[src/rtl/core/b64enc_pkg.sv]
`timescale 1ns / 1ps
// ----------------------------------------------------------------------------
// b64enc_pkg
// Types, constants and the sextet-to-ASCII mapping shared by the base64
// stream encoder modules.
// ----------------------------------------------------------------------------
package b64enc_pkg;

    localparam int CHAR_W    = 7;
    localparam int SEXTET_W  = 6;
    localparam int FIFO_DEPTH = 4;
    localparam int PTR_W     = $clog2(FIFO_DEPTH);
    localparam int LEVEL_W   = $clog2(FIFO_DEPTH + 1);

    typedef enum logic [1:0] {
        PH_BYTE0 = 2'd0,
        PH_BYTE1 = 2'd1,
        PH_BYTE2 = 2'd2
    } phase_t;

    typedef struct packed {
        logic [CHAR_W-1:0] code_char;
        logic              eom;
    } char_entry_t;

    typedef struct packed {
        logic        valid;
        logic        two;
        char_entry_t first;
        char_entry_t second;
    } char_push_t;

    typedef struct packed {
        logic [LEVEL_W-1:0] level;
    } fifo_status_t;

    function automatic logic [CHAR_W-1:0] sextet_to_ascii(input logic [SEXTET_W-1:0] v);
        logic [CHAR_W-1:0] v7;
        logic [CHAR_W-1:0] code;
        v7 = {1'b0, v};
        if (v < 6'd26) begin
            code = 7'd65 + v7;
        end else if (v < 6'd52) begin
            code = 7'd71 + v7;
        end else if (v < 6'd62) begin
            code = v7 - 7'd4;
        end else if (v == 6'd62) begin
            code = 7'd43;
        end else begin
            code = 7'd47;
        end
        return code;
    endfunction

endpackage

[src/rtl/core/b64enc_core.sv]
`timescale 1ns / 1ps
// ----------------------------------------------------------------------------
// b64enc_core
// Tracks the position inside the three-byte group and the leftover bits,
// and turns each accepted byte into one or two base64 characters.
// ----------------------------------------------------------------------------
module b64enc_core (
    input  logic                    aclk,
    input  logic                    aresetn,
    input  logic                    accept,
    input  logic [7:0]              data_byte,
    input  logic                    is_last,
    output b64enc_pkg::char_push_t  push
);
    import b64enc_pkg::*;

    phase_t      phase_reg;
    phase_t      phase_next;
    logic [3:0]  leftover_reg;
    logic [3:0]  leftover_next;
    logic [SEXTET_W-1:0] sextet0;
    logic [SEXTET_W-1:0] sextet1;
    logic        two;
    logic        eom1;

    always_comb begin
        sextet0       = data_byte[7:2];
        sextet1       = {data_byte[1:0], 4'b0000};
        two           = 1'b0;
        eom1          = 1'b0;
        phase_next    = PH_BYTE0;
        leftover_next = 4'd0;
        case (phase_reg)
            PH_BYTE1: begin
                sextet0 = {leftover_reg[1:0], data_byte[7:4]};
                sextet1 = {data_byte[3:0], 2'b00};
                if (is_last) begin
                    two  = 1'b1;
                    eom1 = 1'b1;
                end else begin
                    leftover_next = data_byte[3:0];
                    phase_next    = PH_BYTE2;
                end
            end
            PH_BYTE2: begin
                sextet0 = {leftover_reg, data_byte[7:6]};
                sextet1 = data_byte[5:0];
                two     = 1'b1;
                eom1    = is_last;
            end
            default: begin
                if (is_last) begin
                    two  = 1'b1;
                    eom1 = 1'b1;
                end else begin
                    leftover_next = {2'b00, data_byte[1:0]};
                    phase_next    = PH_BYTE1;
                end
            end
        endcase
    end

    always_comb begin
        push.valid            = accept;
        push.two              = two;
        push.first.code_char  = sextet_to_ascii(sextet0);
        push.first.eom        = 1'b0;
        push.second.code_char = sextet_to_ascii(sextet1);
        push.second.eom       = eom1;
    end

    always_ff @(posedge aclk) begin
        if (!aresetn) begin
            phase_reg    <= PH_BYTE0;
            leftover_reg <= 4'd0;
        end else if (accept) begin
            phase_reg    <= phase_next;
            leftover_reg <= leftover_next;
        end
    end

endmodule

[src/rtl/core/b64enc_fifo.sv]
`timescale 1ns / 1ps
// ----------------------------------------------------------------------------
// b64enc_fifo
// Small character queue that takes one or two characters per cycle and
// hands out one character per cycle on the result channel when popped.
// ----------------------------------------------------------------------------
module b64enc_fifo (
    input  logic                        aclk,
    input  logic                        aresetn,
    input  b64enc_pkg::char_push_t      push,
    input  logic                        pop,
    output b64enc_pkg::char_entry_t     head,
    output b64enc_pkg::fifo_status_t    status
);
    import b64enc_pkg::*;

    char_entry_t        mem [FIFO_DEPTH];
    logic [PTR_W-1:0]   wr_ptr_reg;
    logic [PTR_W-1:0]   wr_ptr_next;
    logic [PTR_W-1:0]   rd_ptr_reg;
    logic [PTR_W-1:0]   rd_ptr_next;
    logic [LEVEL_W-1:0] level_reg;
    logic [LEVEL_W-1:0] level_next;
    logic [LEVEL_W-1:0] push_count;

    always_comb begin
        push_count  = push.valid ? (push.two ? LEVEL_W'(2) : LEVEL_W'(1)) : LEVEL_W'(0);
        wr_ptr_next = wr_ptr_reg + PTR_W'(push_count);
        rd_ptr_next = rd_ptr_reg + PTR_W'(pop);
        level_next  = level_reg + push_count - LEVEL_W'(pop);
    end

    always_ff @(posedge aclk) begin
        if (push.valid) begin
            mem[wr_ptr_reg] <= push.first;
            if (push.two) begin
                mem[wr_ptr_reg + PTR_W'(1)] <= push.second;
            end
        end
    end

    always_ff @(posedge aclk) begin
        if (!aresetn) begin
            wr_ptr_reg <= '0;
            rd_ptr_reg <= '0;
            level_reg  <= '0;
        end else begin
            wr_ptr_reg <= wr_ptr_next;
            rd_ptr_reg <= rd_ptr_next;
            level_reg  <= level_next;
        end
    end

    assign head         = mem[rd_ptr_reg];
    assign status.level = level_reg;

endmodule

[src/rtl/core/base64_stream_encoder.sv]
`timescale 1ns / 1ps
// ----------------------------------------------------------------------------
// base64_stream_encoder
// Unpadded base64 encoder for a byte stream with end-of-message marking.
// ----------------------------------------------------------------------------
// The slave channel takes one raw byte per transaction in s_tdata, with
// s_tlast set on the final byte of a message. The master channel gives one
// ASCII character of the standard alphabet per transaction in m_tdata, with
// m_tlast set on the final character of the encoded message.
// The first and second byte of a group each give one character, the third
// gives two, and a final byte that leaves a partial group gives one extra
// character with zero-filled low bits. No padding characters are sent.
// A byte accepted at one clock edge is in the character queue in the next
// cycle; its first character is sent once earlier characters have left.
// The master channel moves one character per cycle while m_tready is high,
// and a long message runs at four characters per three bytes. A four-entry
// character queue sets this: s_tready is high while at least two entries
// are free, so bytes keep flowing while earlier characters wait.
// Reset empties the queue and starts a fresh group. When the receiver
// stalls, the queue fills and s_tready drops until room returns.
// ----------------------------------------------------------------------------
module base64_stream_encoder (
    input  logic       aclk,
    input  logic       aresetn,
    input  logic       s_tvalid,
    output logic       s_tready,
    input  logic [7:0] s_tdata,   // [7:0] data_byte
    input  logic       s_tlast,
    output logic       m_tvalid,
    input  logic       m_tready,
    output logic [7:0] m_tdata,   // [6:0] code_char, [7] zero
    output logic       m_tlast
);
    import b64enc_pkg::*;

    char_push_t   push;
    char_entry_t  head;
    fifo_status_t status;
    logic         s_accept;
    logic         m_accept;

    assign s_tready = (status.level <= LEVEL_W'(FIFO_DEPTH - 2));
    assign s_accept = s_tvalid && s_tready;
    assign m_tvalid = (status.level != '0);
    assign m_accept = m_tvalid && m_tready;

    b64enc_core u_core (
        .aclk      (aclk),
        .aresetn   (aresetn),
        .accept    (s_accept),
        .data_byte (s_tdata),
        .is_last   (s_tlast),
        .push      (push)
    );

    b64enc_fifo u_fifo (
        .aclk    (aclk),
        .aresetn (aresetn),
        .push    (push),
        .pop     (m_accept),
        .head    (head),
        .status  (status)
    );

    assign m_tdata = {1'b0, head.code_char};
    assign m_tlast = head.eom;

`ifndef SYNTHESIS
    a_level_bound: assert property (@(posedge aclk) disable iff (!aresetn)
        status.level <= LEVEL_W'(FIFO_DEPTH))
        else $error("Character queue level exceeds its depth.");

    a_accept_gives_char: assert property (@(posedge aclk) disable iff (!aresetn)
        s_accept |=> m_tvalid)
        else $error("Accepted byte did not leave a character on the master channel.");

    a_reset_empty: assert property (@(posedge aclk)
        !aresetn |=> (status.level == '0) && !m_tvalid && s_tready)
        else $error("Reset did not empty the character queue.");
`endif

endmodule
[config.mk]
export PLATFORM = sky130hd
export DESIGN_NAME = base64_stream_encoder
export DESIGN_NICKNAME = d
export VERILOG_FILES = /design/src/rtl/core/b64enc_pkg.sv /design/src/rtl/core/b64enc_core.sv /design/src/rtl/core/b64enc_fifo.sv /design/src/rtl/core/base64_stream_encoder.sv
export SDC_FILE = /design/constraint.sdc
export NUM_CORES = 1
export LEC_CHECK = 0
export ABC_AREA = 1
export ABC_CLOCK_PERIOD_IN_PS = 3000
export BUFFER_PORTS_ARGS = -buffer_cell sky130_fd_sc_hd__buf_2
export CORE_UTILIZATION = 40
export DETAILED_ROUTE_END_ITERATION = 10
export GPL_TIMING_DRIVEN = 0
export PLACE_DENSITY = 0.58
export SYNTH_ARGS = -nofsm -noshare
export SYNTH_HDL_FRONTEND = slang
export SYNTH_SLANG_ARGS = --single-unit
[constraint.sdc]
create_clock -name aclk -period 3 [get_ports aclk]
set_clock_uncertainty 0.05 [all_clocks]
set_input_delay 0.15 -clock aclk [delete_from_list [all_inputs] [get_ports aclk]]
set_output_delay 0.15 -clock aclk [all_outputs]
set_load 0.05 [all_outputs]
==> results.md <==
- Status: finished, final reports clean
- Final cycle utilization of the critical path: 90.5%
- Die area: slightly below 9000 µm²
- Clk network pwr share: 12.6%
- Row count: 33
- Crit path cell chain: inv_1 -> ha_1 -> buf_2 -> inv_1 -> o21ai_0 -> nand2_1 -> inv_1 -> ha_1 -> inv_1 -> o21ai_0 -> nand2_1 -> nand2_1 -> inv_2 -> a21oi_1 -> nand2_1 -> nand2_1 -> nand2_1 -> nand2_1
- Simple logic cell fraction of the synthesized area: around 36%
- Routability cong.: 0.862
- Core Box Area: 8180 µm²
- Aggregate negative setup slack: 0 ps
- CP most frequent cell: nand2_1
- Fmax achieved: roughly 370 MHz
- Via/cell ratio: roughly 5.0
- Max reg flops: 32
- Crit path max-delay cell type: dfxtp_1
- Largest net degree at the start of global routing: 16
- Nets: a little over 500
- Post-synth cell types: 39
- Max Cap Viol: 0
- Post-synthesis cell count: 461
- Vias: 2995
- Die Ht: 93.8 µm
- Yosys warnings: 0
- Unrepaired setup endpoints after global routing: false
- WL/cell: 13.1 µm
- Clk Latency, worst-skew pair: just under 300 ps
- Worst min path class: primary input to register
- Top-count cell post-synth: nand2_1
- # fillers: approximately 850
- Ys flop type: edfxtp_1
- Total Routing Usage GR: about a fifth
- PwrDens: 802 nW/µm²
- Post-route cell area: roughly 3700 µm²
- Drt total wl: 7.81 mm
- Hold Vio Cnt, Final: 0
- Final Critical Period: 2710 ps
- Inserted Clock Buffers: 5
- Asr flop ratio synth: 0%
- Pleak: 1.67 nW
- H-tree Lvls: 2
- Net Sw Frac: 48.9%
- #FFs+latches synth: 45
- Required @ worst endpoint: 3100 ps
- Post-CTS sizing: 0
- Hold_ws: 95.1 ps
- Worst Path Max Fanout: 9
- Reg clk slew, reported paths: about 90 ps
- Worst path bufs/invs: 6
- Clock tree buffer depth: 2
- Internal power: 1.52 mW
- Crit Path Category: register to register
- CTS tree: done
- Seq/Total Area, Yosys: between 30% and 40%
- CTS Root Cell: clkbuf_8
- Worst setup SP type: register
- Cell area after synthesis: 3370 µm²
- CTS Sinks: 45
- Combinational family with the most area after synthesis: simple AND/OR/NAND/NOR gates
- Avg Inst Size Synth: 7.31 µm²
- Layout cells sized above 1: 14.9%
- Sequential share of power: 31.0%
- Initial antenna violation count: 0
- Chip width: 93.8 µm
- Power share of the combinational group: 56.4%
- Sequential cell area: approximately 1200 µm²
- Slew Limit Fails: 0
- Initial drt markers: 219
- Starting Density: 41.2%
- Switching pwr: 1.45 mW
- Crit. End Element: register
- Setup violation total in the final timing report: 0
- Number of I/O port buffers: 21
- Global-route wire length before repair: approximately 13 mm
- I/O pins: 24
- Cell family with most CP delay: simple AND/OR/NAND/NOR gates
- Detailed Routing Iterations Pass 1: 5
- Top cells by count, synth: nand2_1 (145), nand3_1 (47), inv_1 (46), nor2_1 (38), edfxtp_1 (32)
- HPWL after DPL: about 6.3 mm
- Area contributors post-synth: edfxtp_1 (29%), nand2_1 (16%), dfxtp_1 (7.7%)
- Post-synth EDFFs: 32
- Residual DRC count: 0
- Total gr overflow: 0
- Worst path arrival time: around 2800 ps
- Post-DRT Antenna Nets: 0
- Adder-cell share of the synthesized area: 6.16%
- ANT cells: 0
- DP Area: between 3000 and 4000 µm²
- Syn Nets: 490
- Number of global-route vias before repair: 2767
- Peak supply drop: 0.000309 V
- Compound-gate portion of the synthesized area: roughly 11%
- XOR/XNOR share of the synthesized area: 2.08%
- Post-synth top area share: 28.5%
- Multiplexer share of the synthesized area: 0%
- Area of the multi-input gates: around 1900 µm²
- Area leader, netlist: edfxtp_1
- P&R area growth vs syn: 9.95%
- CP peak stage delay: ~340 ps
==> routing by layer <==
layer	wire length, µm	share of wire, %	up-vias	track usage [%]
met1	3790	49	1373	25.9
met5	0	0	-	0
met3	278	3.6	4	2.83
met2	3650	47	52	33.3
met4	93	1.2	0	5.26
li1	-	-	1566	-
==> logic make-up after synthesis <==
group / Yosys count
xor+xnor: 8
compound gates: 63
fa+ha+maj: 16
other cells: 1
flops: 45
simple gates: 266
buf+inv: 62
==> placed cells by master (no fill, tap or decap), drive strengths merged <==
cell type,instances
nand2,156
nand3,52
inv,52
nor2,47
o21ai,38
edfxtp,32
buf,27
ha,15
dfxtp,13
a21oi,12
clkbuf,10
o22ai,8
or2,6
xor2,5
nand4,3
xnor2,3
o211ai,3
clkinvlp,3
nor3,1
o2111ai,1
a21boi,1
nor4,1
fa,1
conb,1
==> worst min-delay path, delay by kind of cell <==
family          cells  cell delay [ps]
compound gates      1               50
buf+inv             1              130
simple gates        1               70
==> layout make-up <==
| type | count | share of cell area, % |
|---|---|---|
| buffer | 10 | 1.76 |
| multi-input combinational | 354 | 50.8 |
| clock inverter | 3 | 0.608 |
| tap | 105 | 3.55 |
| timing repair buffer | 22 | 3.04 |
| sequential | 45 | 33.0 |
| clock buffer | 5 | 1.86 |
| inverter | 52 | 5.40 |
==> power by group through the flow <==
stage / clock [mW] / combinational, mW / sequential [mW]
6_report: 0.374 / 1.67 / 0.922
5_1_grt: 0.412 / 1.87 / 0.938
4_1_cts: 0.388 / 1.67 / 0.922
3_5_place_dp: 0 / 1.67 / 0.936
3_3_place_gp: 0 / 1.66 / 0.935
2_1_floorplan: 0 / 1.32 / 0.918
==> metrics by stage <==
step,utilization [%],setup slack (ps),instances,power (mW)
final,45.3,286,596,2.97
after floorplan,-,217,461,2.24
after global placement,44.1,330,587,2.59
after global routing,45.3,1.60,596,3.22
after detailed placement,44.1,339,587,2.61
after CTS,45.2,306,595,2.98
==> what timing repair did <==
item,4_1_cts,5_1_grt
setup endpoints to repair,0,2
buffers inserted,0,1
hold buffers,0,0
==> path summary, 6_finish.rpt <==
| check | startpoint | to | slack (ps) | cells past startpoint |
|---|---|---|---|---|
| worst min-delay path | s_tdata[3] | u_core.leftover_reg[3] | 100 | 3 |
| worst max register to register | u_core.phase_reg[1] | u_fifo.mem[3][3] | 290 | 18 |
| worst min register to register | u_core.leftover_reg[3] | u_core.leftover_reg[3] | 420 | 2 |
| worst max-delay path | u_core.phase_reg[1] | u_fifo.mem[3][3] | 290 | 18 |
Power figures use the tool's default switching activity.
